**src/hdl/cos_pkg.sv**
```systemverilog
// shared types and constants for the cosine similarity stream
// no dependencies
`default_nettype none
package cos_pkg;

    localparam int ELEMENT_BITS = 16;
    localparam int DOT_BITS     = 2 * ELEMENT_BITS + 10;
    localparam int ENERGY_BITS  = 2 * ELEMENT_BITS + 9;
    localparam int MAG_BITS     = DOT_BITS;
    localparam int PROD_BITS    = 2 * ENERGY_BITS;
    localparam int SQ_BITS      = 2 * MAG_BITS;
    localparam int SIM_BITS     = 16;
    localparam int ROOT_BITS    = SIM_BITS + 1;
    localparam int SCALE_SHIFT  = 2 * (SIM_BITS - 1);
    localparam int ROOT_W       = PROD_BITS + 2 * ROOT_BITS + 2;
    localparam int MUL_STEPS    = MAG_BITS;
    localparam int CNT_BITS     = $clog2(MUL_STEPS);
    localparam int QUEUE_DEPTH  = 2;

    localparam logic [ROOT_BITS-1:0] ROOT_MAX = ROOT_BITS'(1) << (SIM_BITS - 1);
    localparam logic [ROOT_BITS-1:0] SIM_MAX  = ROOT_MAX - ROOT_BITS'(1);

    typedef struct packed {
        logic signed [DOT_BITS-1:0] dot;
        logic [ENERGY_BITS-1:0]     q_energy;
        logic [ENERGY_BITS-1:0]     d_energy;
        logic                       batch;
    } cos_job_t;

    typedef enum logic [1:0] {
        ST_IDLE,
        ST_MUL,
        ST_ROOT,
        ST_DONE
    } cos_state_t;

endpackage
`default_nettype wire

```
**src/hdl/cos_queue.sv**
```systemverilog
// short job queue between front and back end
// depends on cos_pkg
`default_nettype none
module cos_queue import cos_pkg::*; (
    input  wire logic     clk,
    input  wire logic     rst_n,
    input  wire logic     push,
    input  wire cos_job_t push_job,
    output logic          full,
    input  wire logic     pop,
    output logic          avail,
    output cos_job_t      head
);

    localparam int PTR_BITS = $clog2(QUEUE_DEPTH);

    cos_job_t                entry_reg [QUEUE_DEPTH];
    logic [PTR_BITS-1:0]     wr_reg, wr_next, rd_reg, rd_next;
    logic [PTR_BITS:0]       count_reg, count_next;
    logic                    do_push, do_pop;

    assign full    = count_reg == (PTR_BITS+1)'(QUEUE_DEPTH);
    assign avail   = count_reg != '0;
    assign head    = entry_reg[rd_reg];
    assign do_push = push && !full;
    assign do_pop  = pop && avail;

    always_comb
    begin
        wr_next    = do_push ? PTR_BITS'(wr_reg + 1'b1) : wr_reg;
        rd_next    = do_pop ? PTR_BITS'(rd_reg + 1'b1) : rd_reg;
        count_next = count_reg + (PTR_BITS+1)'(do_push) - (PTR_BITS+1)'(do_pop);
    end

    always_ff @(posedge clk)
    begin
        if (do_push)
            entry_reg[wr_reg] <= push_job;
    end

    always_ff @(posedge clk or negedge rst_n)
    begin
        if (!rst_n)
        begin
            wr_reg    <= '0;
            rd_reg    <= '0;
            count_reg <= '0;
        end
        else
        begin
            wr_reg    <= wr_next;
            rd_reg    <= rd_next;
            count_reg <= count_next;
        end
    end

    a_count_bound: assert property (@(posedge clk) disable iff (!rst_n)
        count_reg <= (PTR_BITS+1)'(QUEUE_DEPTH))
        else $error("queue count overflow");

    a_no_lost_push: assert property (@(posedge clk) disable iff (!rst_n)
        push |-> !full)
        else $error("push into full queue");

endmodule
`default_nettype wire

```
**config.mk**
```make
export PLATFORM = sky130hd
export DESIGN_NAME = cos_queue
export DESIGN_NICKNAME = d
export VERILOG_FILES = /design/src/hdl/cos_pkg.sv /design/src/hdl/cos_queue.sv
export SDC_FILE = /design/constraint.sdc
export NUM_CORES = 1
export LEC_CHECK = 0
export BUFFER_PORTS_ARGS = -buffer_cell sky130_fd_sc_hd__buf_2
export CAP_MARGIN = 20
export CORE_AREA = 2 2 157 159
export CTS_CLUSTER_SIZE = 14
export DETAILED_ROUTE_END_ITERATION = 6
export DIE_AREA = 0 0 159 161
export SYNTH_ARGS = -nofsm -noshare
export SYNTH_HDL_FRONTEND = slang
export SYNTH_SLANG_ARGS = --single-unit
```
**constraint.sdc**
```tcl
create_clock -name clk -period 14.3 [get_ports clk]
set_input_delay 0.715 -clock clk [delete_from_list [all_inputs] [get_ports clk]]
set_output_delay 0.715 -clock clk [all_outputs]
set_load 0.005 [all_outputs]
```
==> run_results.csv <==
group,metric,value,unit
worst_setup_path,crit_arrival,3.04,ns
sta,tns,0,ns
synth,synthAdderAreaFrac,0.267,%
global_routing,grt_usage,13.0,%
synth,synth_area_per_cell,23.0,µm²
sta,fin_worst_skew,0.0142,ns
power,power_frac_clock,26.3,%
sta,hold_viol,0,
synth,synth_edf_count,250,
run_status,outcome,"finished clean",
synth,synthCells,407,
drt,postRouteAntennaNets,0,
power,power_frac_comb,26.8,%
synth,ys_types,16,
worst_setup_path,critPathCaptureType,"primary output",
global_routing,grt_pass1_wl,26600,µm
synth,synth.area.top_cells,"edfxtp_1 80%, mux2_2 10%, mux2_4 6.4%",
global_routing,first_global_vias,5008,
finish,nets,813,
sta,slew_viol_final,0,
cts,clk_latency,0.52,ns
cts,clkTransAtPathRegs,0.06,ns
synth,ys_seq_elements,254,
sta,fin_ws,10.54,ns
placed_design,pre_cts_slack,10.71,ns
drt,avgViaCountPerCell,4.57,
cts,root_buffer,"clkbuf_16",
global_routing,grt_remaining_overflow,0,
worst_setup_path,crit_type,"register to primary output",
flow_run,drv_cap,0,
power,pwr-share-seq,46.9,%
cts,cts_buffers,27,
worst_setup_path,worstReg2RegStart,"count_reg[1]",
cts,cts_resized,0,
die,pin_count,256,
placed_design,port_buffers,255,
placed_design,gp_congestion,0.717,
min_path,hold_path_depth,1,
die,coreArea,0.0240,mm²
sta,finalSetupViolations,0,
min_path,hp-class,"input port to register",
die,initial_utilization,39.1,%
synth,synthFlopType,"edfxtp_1",
finish,drive_above_1_share,60.7,%
sta,clock.fmax,266,MHz
synth,synth.mux.area_fraction,16.6,%
power,swShare,26.9,%
die,dieWidth,159,µm
power,p_int,1.70,mW
cts,cts_sinks,254,
drt,wirelength,17500,µm
global_routing,grt_max_degree,69,
finish,syn_to_final_growth,25.7,%
synth,synthTopCellsByCount,"250 x edfxtp_1, 85 x mux2_2, 40 x mux2_4",
sta,min_period,3.76,ns
finish,largest_register_ffs,250,
die,rows,57,
sta,holdWs,0.384,ns
synth,synthXorXnorAreaFrac,0.374,%
synth,yosysMostFrequentCell,"edfxtp_1",
placed_design,post-dp-hpwl,11500,µm
worst_setup_path,cp-start-kind,"register",
synth,yosysSeqAreaShare,81.2,%
power,switchingPower,0.624,mW
synth,synth_top_area_share,80.1,%
drt,num_vias,4691,
synth,yosysWarnings,0,
sta,worstMarginPinSlew,1.06,ns
synth,synth_compound_area_share,0,%
drt,first_pass_iters,4,
worst_setup_path,r2r_slack,11.07,ns
cts,ctsLongestPathBuffers,3,
drt,wl_per_cell,17.0,µm
worst_setup_path,cp.required,13.59,ns
global_routing,antenna_found_initial,3,
synth,syn_nets,538,
synth,synth_async_sr_flop_share,1.57,%
synth,synth_area,0.00937,mm²
cts,tritoncts,"done",
cts,cts_htree_levels,1,
power,leakage,4.49,nW
worst_setup_path,cp_max_fo,68,
worst_setup_path,reg2reg_to,"entry_reg[0][87]",
drt,drt_iter0_drc,184,
synth,synth_top_family_by_area,"multiplexers",
min_path,min_from,"push_job[15]",
worst_setup_path,reg2regPathDepth,5,
synth,yosysTopAreaCell,"edfxtp_1",
die,dieArea,0.0256,mm²
drt,post-route-drc-count,0,
power,power_density,197,mW/mm²
sta,relSlewSlack,29.7,%
synth,synthSimpleGateAreaFrac,0.347,%
min_path,hold_end,"entry_reg[1][15]",
sta,fin_crit_sh,26.3,%
die,chipHeight,161,µm
power,ir_drop,0.123,mV
sta,rsz0062_at_grt,"false",
cts,cts_setup_buffers,0,
power,fin_total_pwr,2.32,mW
## per-stage QoR
| step | cells | util [%] | instance area, µm² |
|---|---|---|---|
| 2_1_floorplan | 407 | - | 9370 |
| 3_3_place_gp | 976 | 45.9 | 11000 |
| 3_5_place_dp | 976 | 45.9 | 11000 |
| 4_1_cts | 1023 | 49.1 | 11800 |
| 5_1_grt | 1025 | 49.2 | 11800 |
| 6_report | 1026 | 49.2 | 11800 |
## layer usage
layer	GRT usage (%)	routed length, µm	vias to the layer above
met4	4.17	319	2
met1	15.3	6930	2312
met5	0	11	-
met2	22.6	8780	172
li1	-	-	2174
met3	4.52	1420	31
## cells in the final DEF, fill, tap and decap left out, drive strengths merged, types with 2 or more instances in the layout
cell    count
ha          2
mux2      125
buf       259
edfxtp    250
clkinv     11
dfrtp       4
inv         4
clkbuf     32
diode       3
xnor2       3
## area by class of cell
cell class | instances | area, µm²
Timing Repair Buffer | 260 | 1320
Fill cell | 2034 | 12200
Inverter | 2 | 7.51
Clock inverter | 14 | 80.1
Antenna cell | 3 | 7.51
Clock buffer | 32 | 694
Multi-Input combinational cell | 137 | 1660
Sequential cell | 254 | 7610
Tap cell | 324 | 405
## critical path: stages, from the launching register on
cell	delay [ns]
dfrtp_4	0.96
buf_4	0.90
mux2_2	0.42
buf_2	0.14
## power groups by stage
stage / registers [mW] / clock network, mW / logic (mW)
floorplan: 1.09 / 0 / 0.424
global placement: 1.10 / 0 / 0.629
detailed placement: 1.11 / 0 / 0.637
CTS: 1.09 / 0.631 / 0.640
global route: 1.11 / 0.663 / 0.677
finish: 1.09 / 0.610 / 0.622
## how the worst max path moves through the flow
| stage | cells past startpoint | endpoint | slack, ns | start |
|---|---|---|---|---|
| 5_1_grt | 3 | head[14] | 10.34 | rd_reg |
| 6_report | 3 | head[22] | 10.54 | rd_reg |
| 4_1_cts | 3 | head[22] | 10.45 | rd_reg |
| 3_3_place_gp | 5 | entry_reg[0][86] | 10.82 | push |
| 2_1_floorplan | 2 | entry_reg[0][0] | 7.69 | push |
| 3_5_place_dp | 5 | entry_reg[0][115] | 10.71 | push |
## logic make-up after synthesis
| family | after synthesis |
|---|---|
| DFF | 254 |
| muxes | 125 |
| buffers and inverters | 16 |
| and+or+nand+nor | 6 |
| xor gates and xnor gates | 4 |
| adders and majority gates | 2 |
## repair_timing
item / CTS / global route
hold buffers: 1 / 0
hold endpoints to repair: 4 / 0
endpoints found under the setup margin: 0 / 0
Power figures use the tool's default switching activity.
