File: config.mk
export PLATFORM = sky130hd
export DESIGN_NAME = cos_front_flat
export DESIGN_NICKNAME = d
export VERILOG_FILES = /design/src/hdl/cos_pkg.sv /design/src/hdl/cos_if.sv /design/src/hdl/cos_front.sv /design/src/flat_wrapper.sv
export SDC_FILE = /design/constraint.sdc
export NUM_CORES = 2
export LEC_CHECK = 0
export BUFFER_PORTS_ARGS = -buffer_cell sky130_fd_sc_hd__buf_4
export CORE_ASPECT_RATIO = 1.1
export CORE_UTILIZATION = 25
export DETAILED_ROUTE_END_ITERATION = 12
export PLACE_DENSITY = 0.38
export SLEW_MARGIN = 30
export SYNTH_ARGS = -nofsm -noshare
export SYNTH_HDL_FRONTEND = slang
export SYNTH_SLANG_ARGS = --single-unit
File: constraint.sdc
create_clock -name clk -period 14.9 [get_ports clk]
set_input_delay 0.745 -clock clk [delete_from_list [all_inputs] [get_ports clk]]
set_output_delay 0.745 -clock clk [all_outputs]
set_load 0.01 [all_outputs]
File: src/hdl/cos_pkg.sv
// shared types and constants for the cosine similarity stream
// no dependencies
`default_nettype none
package cos_pkg;

    localparam int ELEMENT_BITS = 16;
    localparam int DOT_BITS     = 2 * ELEMENT_BITS + 10;
    localparam int ENERGY_BITS  = 2 * ELEMENT_BITS + 9;
    localparam int MAG_BITS     = DOT_BITS;
    localparam int PROD_BITS    = 2 * ENERGY_BITS;
    localparam int SQ_BITS      = 2 * MAG_BITS;
    localparam int SIM_BITS     = 16;
    localparam int ROOT_BITS    = SIM_BITS + 1;
    localparam int SCALE_SHIFT  = 2 * (SIM_BITS - 1);
    localparam int ROOT_W       = PROD_BITS + 2 * ROOT_BITS + 2;
    localparam int MUL_STEPS    = MAG_BITS;
    localparam int CNT_BITS     = $clog2(MUL_STEPS);
    localparam int QUEUE_DEPTH  = 2;

    localparam logic [ROOT_BITS-1:0] ROOT_MAX = ROOT_BITS'(1) << (SIM_BITS - 1);
    localparam logic [ROOT_BITS-1:0] SIM_MAX  = ROOT_MAX - ROOT_BITS'(1);

    typedef struct packed {
        logic signed [DOT_BITS-1:0] dot;
        logic [ENERGY_BITS-1:0]     q_energy;
        logic [ENERGY_BITS-1:0]     d_energy;
        logic                       batch;
    } cos_job_t;

    typedef enum logic [1:0] {
        ST_IDLE,
        ST_MUL,
        ST_ROOT,
        ST_DONE
    } cos_state_t;

endpackage
`default_nettype wire

File: src/hdl/cos_if.sv
// element and result channel interfaces
// depends on cos_pkg
`default_nettype none
interface cos_elem_if import cos_pkg::*; ();
    logic                           valid;
    logic                           ready;
    logic signed [ELEMENT_BITS-1:0] query_element;
    logic signed [ELEMENT_BITS-1:0] database_element;
    logic                           last_element;
    logic                           last_vector;

    modport source (output valid, query_element, database_element, last_element,
                    last_vector, input ready);
    modport sink (input valid, query_element, database_element, last_element,
                  last_vector, output ready);
endinterface

`default_nettype wire

File: src/hdl/cos_front.sv
// front end: accumulates dot product and energies, pushes a job per vector pair
// depends on cos_pkg and cos_if
`default_nettype none
module cos_front import cos_pkg::*; (
    input  wire logic   clk,
    input  wire logic   rst_n,
    cos_elem_if.sink    elem,
    input  wire logic   job_full,
    output logic        job_push,
    output cos_job_t    job
);

    logic signed [DOT_BITS-1:0] dot_reg, dot_next;
    logic [ENERGY_BITS-1:0]     qe_reg, qe_next, de_reg, de_next;
    logic signed [2*ELEMENT_BITS-1:0] prod_qd, prod_qq, prod_dd;
    logic signed [DOT_BITS:0]   dot_sum;
    logic [ENERGY_BITS:0]       qe_sum, de_sum;
    logic signed [DOT_BITS-1:0] dot_sat;
    logic [ENERGY_BITS-1:0]     qe_sat, de_sat;
    logic                       accept;

    localparam logic signed [DOT_BITS:0] DMAX = (DOT_BITS+1)'((65'(1) << (DOT_BITS-1)) - 65'(1));
    localparam logic signed [DOT_BITS:0] DMIN = -DMAX - (DOT_BITS+1)'(1);

    assign elem.ready = !job_full;
    assign accept     = elem.valid && elem.ready;

    always_comb
    begin
        prod_qd = elem.query_element * elem.database_element;
        prod_qq = elem.query_element * elem.query_element;
        prod_dd = elem.database_element * elem.database_element;
        dot_sum = (DOT_BITS+1)'(dot_reg) + (DOT_BITS+1)'(prod_qd);
        qe_sum  = {1'b0, qe_reg} + (ENERGY_BITS+1)'($unsigned(prod_qq));
        de_sum  = {1'b0, de_reg} + (ENERGY_BITS+1)'($unsigned(prod_dd));
        if (dot_sum > DMAX)
            dot_sat = DOT_BITS'(DMAX);
        else if (dot_sum < DMIN)
            dot_sat = DOT_BITS'(DMIN);
        else
            dot_sat = DOT_BITS'(dot_sum);
        qe_sat = qe_sum[ENERGY_BITS] ? '1 : qe_sum[ENERGY_BITS-1:0];
        de_sat = de_sum[ENERGY_BITS] ? '1 : de_sum[ENERGY_BITS-1:0];
    end

    always_comb
    begin
        dot_next = dot_reg;
        qe_next  = qe_reg;
        de_next  = de_reg;
        if (accept)
        begin
            if (elem.last_element)
            begin
                dot_next = '0;
                qe_next  = '0;
                de_next  = '0;
            end
            else
            begin
                dot_next = dot_sat;
                qe_next  = qe_sat;
                de_next  = de_sat;
            end
        end
    end

    assign job_push       = accept && elem.last_element;
    assign job.dot        = dot_sat;
    assign job.q_energy   = qe_sat;
    assign job.d_energy   = de_sat;
    assign job.batch      = elem.last_vector;

    always_ff @(posedge clk or negedge rst_n)
    begin
        if (!rst_n)
        begin
            dot_reg <= '0;
            qe_reg  <= '0;
            de_reg  <= '0;
        end
        else
        begin
            dot_reg <= dot_next;
            qe_reg  <= qe_next;
            de_reg  <= de_next;
        end
    end

    a_clear_after_last: assert property (@(posedge clk) disable iff (!rst_n)
        job_push |=> (dot_reg == '0 && qe_reg == '0 && de_reg == '0))
        else $error("sums not cleared after last beat");

endmodule
`default_nettype wire

File: src/flat_wrapper.sv
// flat-port wrapper written by rule: the top's interface ports become plain ports
module cos_front_flat import cos_pkg::*;
  (clk, rst_n, job_full, job_push, job, elem_valid, elem_query_element, elem_database_element, elem_last_element, elem_last_vector, elem_ready);
  cos_elem_if elem_i ();
  input  wire logic clk;
  input  wire logic rst_n;
  input  wire logic job_full;
  output logic job_push;
  output cos_job_t job;
  input wire logic [$bits(elem_i.valid)-1:0] elem_valid;
  input wire logic [$bits(elem_i.query_element)-1:0] elem_query_element;
  input wire logic [$bits(elem_i.database_element)-1:0] elem_database_element;
  input wire logic [$bits(elem_i.last_element)-1:0] elem_last_element;
  input wire logic [$bits(elem_i.last_vector)-1:0] elem_last_vector;
  output wire logic [$bits(elem_i.ready)-1:0] elem_ready;
  assign elem_i.valid = elem_valid;
  assign elem_i.query_element = elem_query_element;
  assign elem_i.database_element = elem_database_element;
  assign elem_i.last_element = elem_last_element;
  assign elem_i.last_vector = elem_last_vector;
  assign elem_ready = elem_i.ready;
  cos_front u_core (.clk(clk), .rst_n(rst_n), .elem(elem_i), .job_full(job_full), .job_push(job_push), .job(job));
endmodule
==> run_results.csv <==
group,metric,value,unit
drt,drt_iter0_drc,1337,
cts,cts_hold_repair.buffers,0,
sta,slew_viol_final,0,
min_path,hp-class,"primary input to asynchronous set/reset pin",
worst_setup_path,critical_path_class,"primary input to output pin",
floorplan,core,0.158,sq mm
synth,synth_top_area_share,41.1,%
floorplan,die_w,382,um
sta,slew_headroom,34.7,%
floorplan,die_h,420,um
global_route,grt_pass1_vias,32600,
sta,rsz0062_at_grt,"false",
synth,syn_area_per_cell,8.88,sq um
drt,viasPerCell,4.44,
sta,fin_crit_sh,70.5,%
worst_setup_path,start_kind,"primary input",
cts,tritoncts,"done",
synth,synthesis.area,0.0398,sq mm
synth,synthTopCellsByCount,"1078 x inv_1, 817 x fa_1, 468 x nand2_1, 364 x ha_1, 215 x nor2_1",
synth,yosys-top-cells-area,"fa_1 41%, ha_1 11%, inv_1 10%",
worst_setup_path,worst_ep_arrival_time,9.75,ns
cts,cts_setup_buffers,0,
synth,ys_ff_latch,124,
drt,drc,36,
synth,synth_most_common_cell,"inv_1",
cts,htreeDepth,4,
place,portBuffers,162,
finish,fin_nets,5720,
floorplan,start_util,25.2,%
sta,fin_skew,0.0167,ns
worst_setup_path,worst-path-buf-inv,7,
synth,yosys.area.top_type,"fa_1",
place,place_hpwl,99300,um
global_route,grt_max_degree,58,
finish,post-route-util,27.6,%
run_status,status,"finished with violations",
floorplan,io_pins,165,
cts,path_clk_slew,0.07,ns
sta,hold_viol_final,0,
synth,synth_edf_count,0,
synth,synth_flop_cell,"dfrtp_1",
cts,cts_root_buf,"clkbuf_16",
finish,num-fill-cells,17300,
global_route,grt.overflow.total,0,
drt,wl,124000,um
worst_setup_path,critPathCaptureType,"output pin",
finish,stdcell_count,6610,
synth,synthCells,4478,
sta,finalSetupViolCount,0,
synth,synthesis.nets,5697,
sta,tns,0,ns
global_route,grt_usage,16.0,%
drt,num_vias,29300,
worst_setup_path,path_common_cell,"fa_1",
cts,cts_buffers,17,
drt,ant_nets,0,
worst_setup_path,cp_max_fo,28,
synth,yosysSeqAreaShare,7.80,%
synth,ys_warn_count,0,
finish,syn_to_final_growth,9.78,%
worst_setup_path,critPathTopFamily,"adder cells",
synth,ys_types,89,
worst_setup_path,critPathRequiredTime,14.16,ns
finish,drive_above_1_share,5.78,%
worst_setup_path,max_stage_delay,0.63,ns
global_route,antenna_found_initial,2,
worst_setup_path,slowest_stage,"nor2_1",
floorplan,rows,153,
job,drv_cap,0,
cts,cts_sinks,124,
cts,insertion_delay,0.55,ns
global_route,grt_first_pass_wirelength,195000,um
drt,wire_per_inst,18.7,um
run_status,violations,"design-rule violations",
finish,largest_reg_flops,42,
sta,tightestPinTransition,0.976,ns
place,routabilityCongestion,0.807,
synth,synthArstFlopShare,100,%
sta,max_freq,95.3,MHz
place,dp.cells,6574,
cts,cts_buffer_depth,2,
cts,cts_resized,0,
sta,layout_min_cycle_time,10.50,ns
floorplan,dieArea,0.161,sq mm
drt,drt_first_pass_iters,11,
## cell type report
class	count	area, sq um	area share [%]
clock buffer	22	484	1.11
tap	2092	2620	5.99
clock inverter	10	104	0.238
sequential	124	3100	7.11
antenna	4	10.0	0.0229
inverter	1083	4070	9.31
multi-input combinational	3091	31900	73.1
timing repair buffer	184	1390	3.17
## worst reg2reg max path, cell delays in order (launching register included)
cell	delay, ns
dfrtp_1	0.42
ha_1	0.33
fa_1	0.60
fa_1	0.47
fa_1	0.57
inv_1	0.06
fa_1	0.37
inv_1	0.11
ha_1	0.42
a21oi_1	0.11
o21ai_0	0.69
a22oi_1	0.15
nand2_1	0.17
a221oi_2	0.09
o211ai_1	0.18
o211a_1	0.56
or2_1	0.60
nand2_1	0.78
o21ai_0	0.39
## layout by cell type, fill, tap and decap left out, drive strengths merged, types with 19 or more instances in the layout
cell    synthesis  layout
a21o           59      59
a21oi         189     189
a22o           58      58
a31oi          33      33
and2          182     182
and3           24      24
buf            38     184
clkbuf        142      22
dfrtp         124     124
fa            817     817
ha            364     364
inv          1078    1083
nand2         468     468
nand2b         28      28
nand3          40      40
nand4          24      24
nor2          215     215
nor2b          19      19
nor3           38      38
o21a           31      31
o21ai         133     133
o21bai         19      19
xnor2         126     126
xor2           57      57
## through the flow
stage                     setup slack (ns)  hold WS [ns]  instance area [sq um]
after CTS                             4.33        0.0363                  43700
after detailed placement              4.35         0.491                  43100
after global placement                4.43         0.475                  43100
final                                 4.40        0.0805                  43700
after global routing                  3.74        0.0824                  43700
after floorplan                       5.62         0.449                  39800
## routing by layer
metal  wire length, um  track usage [%]
met1             54600             20.3
met2             63200             28.7
met3              3640             1.73
met4              2280             3.93
met5                18                0
## logic make-up after synthesis
kind of cell | synth area share, %
AOI/OAI and AO/OA | 10.7
xor gates and xnor gates | 4.03
adders and majority gates | 52.7
buffers and inverters | 12.1
DFF | 7.80
muxes | 0.167
and+or+nand+nor | 12.5
## path summary, 6_finish.rpt
| kind | startpoint | to | slack, ns | cells after the start |
|---|---|---|---|---|
| min | rst_n | u_core.qe_reg[38] | 0.08 | 1 |
| max reg2reg | u_core.dot_reg[17] | u_core.dot_reg[23] | 7.74 | 18 |
| max in group asynchronous | rst_n | u_core.de_reg[28] | 13.63 | 2 |
| max | elem_query_element[3] | job[61] | 4.40 | 31 |
| min in group clk | u_core.dot_reg[13] | u_core.dot_reg[13] | 0.51 | 2 |
| min reg2reg | u_core.dot_reg[13] | u_core.dot_reg[13] | 0.51 | 2 |
Power is left out: the tool's default activity adds up to more than one toggle a clock period on the data nets, which glitch-free logic cannot reach.
