===== config.mk =====
export PLATFORM = sky130hd
export DESIGN_NAME = cos_back_flat
export DESIGN_NICKNAME = d
export VERILOG_FILES = /design/src/hdl/cos_pkg.sv /design/src/hdl/cos_if.sv /design/src/hdl/cos_back.sv /design/src/flat_wrapper.sv
export SDC_FILE = /design/constraint.sdc
export NUM_CORES = 2
export LEC_CHECK = 0
export BUFFER_PORTS_ARGS = -buffer_cell sky130_fd_sc_hd__buf_2
export CAP_MARGIN = 20
export CORE_MARGIN = 1.5
export CORE_UTILIZATION = 65
export DETAILED_ROUTE_END_ITERATION = 16
export PLACE_DENSITY = 0.82
export SKIP_CTS_REPAIR_TIMING = 1
export SYNTH_ARGS = -nofsm -noshare
export SYNTH_HDL_FRONTEND = slang
export SYNTH_SLANG_ARGS = --single-unit

===== constraint.sdc =====
create_clock -name clk -period 21.4 [get_ports clk]
set_input_delay 0 -clock clk [delete_from_list [all_inputs] [get_ports clk]]
set_output_delay 0 -clock clk [all_outputs]
set_load 0.1 [all_outputs]

===== src/hdl/cos_pkg.sv =====
// shared types and constants for the cosine similarity stream
// no dependencies
`default_nettype none
package cos_pkg;

    localparam int ELEMENT_BITS = 16;
    localparam int DOT_BITS     = 2 * ELEMENT_BITS + 10;
    localparam int ENERGY_BITS  = 2 * ELEMENT_BITS + 9;
    localparam int MAG_BITS     = DOT_BITS;
    localparam int PROD_BITS    = 2 * ENERGY_BITS;
    localparam int SQ_BITS      = 2 * MAG_BITS;
    localparam int SIM_BITS     = 16;
    localparam int ROOT_BITS    = SIM_BITS + 1;
    localparam int SCALE_SHIFT  = 2 * (SIM_BITS - 1);
    localparam int ROOT_W       = PROD_BITS + 2 * ROOT_BITS + 2;
    localparam int MUL_STEPS    = MAG_BITS;
    localparam int CNT_BITS     = $clog2(MUL_STEPS);
    localparam int QUEUE_DEPTH  = 2;

    localparam logic [ROOT_BITS-1:0] ROOT_MAX = ROOT_BITS'(1) << (SIM_BITS - 1);
    localparam logic [ROOT_BITS-1:0] SIM_MAX  = ROOT_MAX - ROOT_BITS'(1);

    typedef struct packed {
        logic signed [DOT_BITS-1:0] dot;
        logic [ENERGY_BITS-1:0]     q_energy;
        logic [ENERGY_BITS-1:0]     d_energy;
        logic                       batch;
    } cos_job_t;

    typedef enum logic [1:0] {
        ST_IDLE,
        ST_MUL,
        ST_ROOT,
        ST_DONE
    } cos_state_t;

endpackage
`default_nettype wire


===== src/hdl/cos_if.sv =====
// element and result channel interfaces
// depends on cos_pkg
`default_nettype none


interface cos_result_if import cos_pkg::*; ();
    logic                       valid;
    logic                       ready;
    logic signed [SIM_BITS-1:0] similarity;
    logic                       zero_norm;
    logic                       batch_done;

    modport source (output valid, similarity, zero_norm, batch_done, input ready);
    modport sink (input valid, similarity, zero_norm, batch_done, output ready);
endinterface
`default_nettype wire


===== src/hdl/cos_back.sv =====
// back end: serial multiplies, bitwise square-root search, result register
// depends on cos_pkg and cos_if
`default_nettype none
module cos_back import cos_pkg::*; (
    input  wire logic     clk,
    input  wire logic     rst_n,
    input  wire logic     job_avail,
    input  wire cos_job_t job,
    output logic          job_pop,
    cos_result_if.source  result
);

    cos_state_t              state_reg, state_next;
    logic [CNT_BITS-1:0]     cnt_reg, cnt_next;
    logic                    neg_reg, neg_next, zero_reg, zero_next, batch_reg, batch_next;
    logic [PROD_BITS-1:0]    pcand_reg, pcand_next, pacc_reg, pacc_next;
    logic [ENERGY_BITS-1:0]  pmul_reg, pmul_next;
    logic [SQ_BITS-1:0]      acand_reg, acand_next, aacc_reg, aacc_next;
    logic [MAG_BITS-1:0]     amul_reg, amul_next;
    logic [ROOT_W-1:0]       t_reg, t_next, uk_reg, uk_next, pk_reg, pk_next, b_reg, b_next;
    logic [ROOT_BITS-1:0]    r_reg, r_next;
    logic                    out_valid_reg, out_valid_next;
    logic signed [SIM_BITS-1:0] sim_reg, sim_next;
    logic                    ozero_reg, ozero_next, obatch_reg, obatch_next;
    logic [MAG_BITS-1:0]     mag_in;
    logic [ROOT_W-1:0]       cand;
    logic                    fits;
    logic                    out_free;
    logic [ROOT_BITS-1:0]    m_cap, m_neg;

    assign out_free = !out_valid_reg || result.ready;
    assign mag_in   = job.dot[DOT_BITS-1] ? MAG_BITS'(-job.dot) : MAG_BITS'(job.dot);
    assign cand     = t_reg + uk_reg + pk_reg;
    assign fits     = cand <= b_reg;

    always_comb
    begin
        state_next = state_reg;
        unique case (state_reg)
            ST_IDLE:
                if (job_avail)
                    state_next = (job.q_energy == '0 || job.d_energy == '0) ? ST_DONE : ST_MUL;
            ST_MUL:
                if (cnt_reg == '0)
                    state_next = ST_ROOT;
            ST_ROOT:
                if (cnt_reg == '0)
                    state_next = ST_DONE;
            ST_DONE:
                if (out_free)
                    state_next = ST_IDLE;
            default:
                state_next = ST_IDLE;
        endcase
    end

    always_comb
    begin
        job_pop    = state_reg == ST_IDLE && job_avail;
        cnt_next   = cnt_reg;
        neg_next   = neg_reg;
        zero_next  = zero_reg;
        batch_next = batch_reg;
        pcand_next = pcand_reg;
        pacc_next  = pacc_reg;
        pmul_next  = pmul_reg;
        acand_next = acand_reg;
        aacc_next  = aacc_reg;
        amul_next  = amul_reg;
        t_next     = t_reg;
        uk_next    = uk_reg;
        pk_next    = pk_reg;
        b_next     = b_reg;
        r_next     = r_reg;
        unique case (state_reg)
            ST_IDLE:
            begin
                neg_next   = job.dot[DOT_BITS-1];
                zero_next  = job.q_energy == '0 || job.d_energy == '0;
                batch_next = job.batch;
                pcand_next = PROD_BITS'(job.q_energy);
                pmul_next  = job.d_energy;
                pacc_next  = '0;
                acand_next = SQ_BITS'(mag_in);
                amul_next  = mag_in;
                aacc_next  = '0;
                r_next     = '0;
                cnt_next   = CNT_BITS'(MUL_STEPS - 1);
            end
            ST_MUL:
            begin
                pacc_next  = pmul_reg[0] ? pacc_reg + pcand_reg : pacc_reg;
                aacc_next  = amul_reg[0] ? aacc_reg + acand_reg : aacc_reg;
                pcand_next = pcand_reg << 1;
                acand_next = acand_reg << 1;
                pmul_next  = pmul_reg >> 1;
                amul_next  = amul_reg >> 1;
                cnt_next   = CNT_BITS'(cnt_reg - 1'b1);
                if (cnt_reg == '0)
                begin
                    t_next   = '0;
                    uk_next  = '0;
                    pk_next  = ROOT_W'(pacc_next) << (2 * (ROOT_BITS - 1));
                    b_next   = ROOT_W'(aacc_next) << SCALE_SHIFT;
                    cnt_next = CNT_BITS'(ROOT_BITS - 1);
                end
            end
            ST_ROOT:
            begin
                t_next   = fits ? cand : t_reg;
                uk_next  = (uk_reg >> 1) + (fits ? pk_reg : '0);
                pk_next  = pk_reg >> 2;
                r_next   = {r_reg[ROOT_BITS-2:0], fits};
                cnt_next = CNT_BITS'(cnt_reg - 1'b1);
            end
            ST_DONE:
            begin
            end
            default:
            begin
            end
        endcase
    end

    always_comb
    begin
        m_cap          = (r_reg > ROOT_MAX) ? ROOT_MAX : r_reg;
        m_neg          = ROOT_BITS'(-m_cap);
        out_valid_next = out_valid_reg && !result.ready;
        sim_next       = sim_reg;
        ozero_next     = ozero_reg;
        obatch_next    = obatch_reg;
        if (state_reg == ST_DONE && out_free)
        begin
            out_valid_next = 1'b1;
            ozero_next     = zero_reg;
            obatch_next    = batch_reg;
            if (zero_reg)
                sim_next = '0;
            else if (neg_reg)
                sim_next = SIM_BITS'(m_neg);
            else
                sim_next = (m_cap > SIM_MAX) ? SIM_BITS'(SIM_MAX) : SIM_BITS'(m_cap);
        end
    end

    assign result.valid      = out_valid_reg;
    assign result.similarity = sim_reg;
    assign result.zero_norm  = ozero_reg;
    assign result.batch_done = obatch_reg;

    always_ff @(posedge clk)
    begin
        neg_reg    <= neg_next;
        zero_reg   <= zero_next;
        batch_reg  <= batch_next;
        pcand_reg  <= pcand_next;
        pacc_reg   <= pacc_next;
        pmul_reg   <= pmul_next;
        acand_reg  <= acand_next;
        aacc_reg   <= aacc_next;
        amul_reg   <= amul_next;
        t_reg      <= t_next;
        uk_reg     <= uk_next;
        pk_reg     <= pk_next;
        b_reg      <= b_next;
        r_reg      <= r_next;
        sim_reg    <= sim_next;
        ozero_reg  <= ozero_next;
        obatch_reg <= obatch_next;
    end

    always_ff @(posedge clk or negedge rst_n)
    begin
        if (!rst_n)
        begin
            state_reg     <= ST_IDLE;
            cnt_reg       <= '0;
            out_valid_reg <= 1'b0;
        end
        else
        begin
            state_reg     <= state_next;
            cnt_reg       <= cnt_next;
            out_valid_reg <= out_valid_next;
        end
    end

    a_zero_result: assert property (@(posedge clk) disable iff (!rst_n)
        (result.valid && result.zero_norm) |-> result.similarity == '0)
        else $error("zero norm result not zero");

    a_root_count: assert property (@(posedge clk) disable iff (!rst_n)
        state_reg == ST_ROOT |-> cnt_reg < CNT_BITS'(ROOT_BITS))
        else $error("root step count out of range");

    a_pop_idle: assert property (@(posedge clk) disable iff (!rst_n)
        job_pop |=> state_reg != ST_IDLE)
        else $error("job popped but back end stayed idle");

endmodule
`default_nettype wire


===== src/flat_wrapper.sv =====
// flat-port wrapper written by rule: the top's interface ports become plain ports
module cos_back_flat import cos_pkg::*;
  (clk, rst_n, job_avail, job, job_pop, result_valid, result_similarity, result_zero_norm, result_batch_done, result_ready);
  cos_result_if result_i ();
  input  wire logic clk;
  input  wire logic rst_n;
  input  wire logic job_avail;
  input  wire cos_job_t job;
  output logic job_pop;
  output wire logic [$bits(result_i.valid)-1:0] result_valid;
  output wire logic [$bits(result_i.similarity)-1:0] result_similarity;
  output wire logic [$bits(result_i.zero_norm)-1:0] result_zero_norm;
  output wire logic [$bits(result_i.batch_done)-1:0] result_batch_done;
  input wire logic [$bits(result_i.ready)-1:0] result_ready;
  assign result_valid = result_i.valid;
  assign result_similarity = result_i.similarity;
  assign result_zero_norm = result_i.zero_norm;
  assign result_batch_done = result_i.batch_done;
  assign result_i.ready = result_ready;
  cos_back u_core (.clk(clk), .rst_n(rst_n), .job_avail(job_avail), .job(job), .job_pop(job_pop), .result(result_i));
endmodule

==> results.md <==
- Post-route ant nets: 0
- CP Capture Type: flop
- Seq/Total Area, Yosys: about two fifths
- GP Congestion: a little over 1
- # rows: around 120
- Starting Density: 65.6%
- HP Class: in2reg
- FFs w/ async S/R, synth: between 1 and 1.5%
- Post-layout util: 71.6%
- Reg clk slew, reported paths: approximately 0.060 ns
- Wire length per cell: ~25 um
- Setup crit start kind: flop
- Max-Cap Viols: 0
- Drt drc: 0
- Synth area leader: edfxtp_1
- Syn_nets: roughly 8000
- Deepest clock path buffer count: 3
- Number of enable flip-flop cells after synthesis: 887
- CP peak stage delay: approximately 1.0 ns
- Critical path peak fanout: between 50 and 60
- Setup tns final: 0 ns
- Vias in the first global route: between 50000 and 60000
- Total CTS buffers: 99
- Die area: around 110000 sq um
- Period minus WS final: ~14 ns
- DP HPWL: 158 mm
- Setup ws final: around 7.5 ns
- Final setup vio count: 0
- H-Tree Depth: 3
- PortBufs: ~150
- Status: complete, no violations
- Worst-Margin Slew: about 1.2 ns
- Fraction of layout cells with a size suffix above 1: slightly below 8%
- Vias: roughly 58000
- TritonCTS clock tree: built
- R2r worst-path depth: 39
- Post-synth top flop: edfxtp_1
- Total wire length: approximately 210 mm
- TritonRoute pass-1 iters: 6
- Tot GR Track Use: about two fifths
- Clk_lat worst skew: between 0.7 and 0.8 ns
- First-pass GRT wire length: about 320 mm
- Area delta synth->final: 9.12%
- GRT overflow: 0
- Clock Skew: between 0.04 and 0.05 ns
- CP max-delay cell: a311oi_2
- # IOs: approximately 150
- Netlist cell types: 84
- Final Net Count: about 8000
- Initial DRC Count: between 7000 and 8000
- Die W: between 300 and 400 um
- Seq cells post-synth: approximately 900
- Final Hold Fails: 0
- Cell area after synthesis: between 60000 and 70000 sq um
- DP Area: about 69000 sq um
- Synth top area cells: edfxtp_1 39%, ha_1 9.0%, a21oi_1 5.3%
- CP required: 21.85 ns
- Largest net degree at the start of global routing: between 150 and 200
- Vias per Instance: roughly 6.7
- WHS Path Cells: 2
- Tcrit/Tclk final: around two thirds
- RSZ-0062 raised after global routing: false
- Initial antenna violation count: 9
- Max Freq: approximately 72 MHz
- Die Y: between 300 and 400 um
- Design Area, Final: about 74000 sq um
- Syn Area/Cell: roughly 9.6 sq um
- Pre-CTS WS: around 8 ns
- Final max-slew violation count: 0
- Arrival time at the worst endpoint: 14.40 ns
- Setup Crit Path Kind: reg2reg
- Relative slew slack: 19.9%
- YS warnings: 0
- Most frequent cell on the critical path: o21ai_0
- Core Area: approximately 100000 sq um
- Top-area cell type share of the netlist area: between 30% and 40%
- Clock Sinks: 896
- Mapped Cells: 7090
- Root buffer cell: clkbuf_16
## metrics by stage
stage | hold slack (ns) | instances
floorplan | -0.296 | 7090
global placement | -0.131 | 8294
detailed placement | -0.128 | 8295
CTS | -0.904 | 8477
global route | 0.00106 | 8619
finish | 0.0136 | 8624
## Yosys cell counts, types with 39 or more instances
cell type	count
xor2_1	127
nor3_1	139
nand4_1	207
xnor2_1	243
nor4_1	61
a21o_1	273
o21ai_0	373
a21oi_1	718
edfxtp_1	887
o211ai_1	51
nor3b_1	128
or3_1	39
and2_1	331
mux2_2	165
nor2b_1	44
fa_1	118
a31oi_1	59
o21bai_1	93
ha_1	491
nor2_1	578
nand2b_1	50
nand2_1	513
nand3_1	98
inv_1	315
o31ai_1	45
mux2i_1	85
o21a_1	70
clkbuf_1	346
and3_1	50
## layer usage
layer  vias to the layer above  GRT usage (%)  wire, um
met4                         8           17.9     12400
met3                       607           7.15     19800
met2                      3101           59.0     96200
met1                     27821           51.8     85200
li1                      26325              -         -
met5                         -              0        55
## kinds of logic (layout without fill, tap and decap cells)
group	Yosys count	count (layout)	share of synthesized area, %
AO/OA/AOI/OAI	1961	1961	18.0
XOR/XNOR	370	370	4.77
adder cells (fa/ha/maj)	609	609	12.5
buffers and inverters	686	833	3.81
flip-flops	896	896	39.6
multiplexers	250	250	3.99
other	0	7	0
AND/OR/NAND/NOR	2318	2318	17.3
## path summary, 6_finish.rpt
kind | slack [ns] | endpoint | from
worst max-delay path | 7.45 | u_core.uk_reg[75]$_SDFFCE_PN0P_ | u_core.pk_reg[1]$_SDFFCE_PN0P_
worst min-delay path | 0.01 | u_core.batch_reg$_DFFE_PP_ | job[0]
worst max register to register | 7.45 | u_core.uk_reg[75]$_SDFFCE_PN0P_ | u_core.pk_reg[1]$_SDFFCE_PN0P_
worst min register to register | 0.42 | u_core.result.batch_done$_DFFE_PP_ | u_core.batch_reg$_DFFE_PP_
max in group asynchronous | 20.78 | u_core.state_reg[0]$_DFFE_PN0P_ | rst_n
min in group asynchronous | 0.29 | u_core.cnt_reg[4]$_DFFE_PN0P_ | rst_n
## worst max-delay path: cells and delay by family, from the launching register on
family,cells,cell delay (ns)
adders and majority gates,5,1.91
and+or+nand+nor,13,2.78
buffers and inverters,2,0.67
AOI/OAI and AO/OA,19,7.90
DFF,1,0.42
## placed cells by master, fill, tap and decap left out, types with 61 or more instances in the layout
master,instances
nor2_1,578
edfxtp_1,887
mux2_2,165
o21ai_0,372
fa_1,118
o21bai_1,93
nand2_1,512
dlygate4sd3_1,135
nor3b_1,128
inv_1,312
mux2i_1,85
nor4_1,61
a21o_1,273
ha_1,489
xor2_1,127
nand3_1,98
nor3_1,139
a21oi_1,718
clkbuf_16,99
nand4_1,207
and2_1,331
xnor2_1,243
buf_2,150
o21a_1,70
## area by class of cell
cell class,count,area [sq um]
diodes,7,17.5
clock buffers,112,2530
clock inverters,70,732
fillers,7632,29400
inverters,315,1190
multi-input cells,5508,38500
flip-flops and latches,896,26900
well taps,1380,1730
repair buffers,336,2510
Power is left out: the tool's default activity adds up to more than one toggle a clock period on the data nets, which glitch-free logic cannot reach.
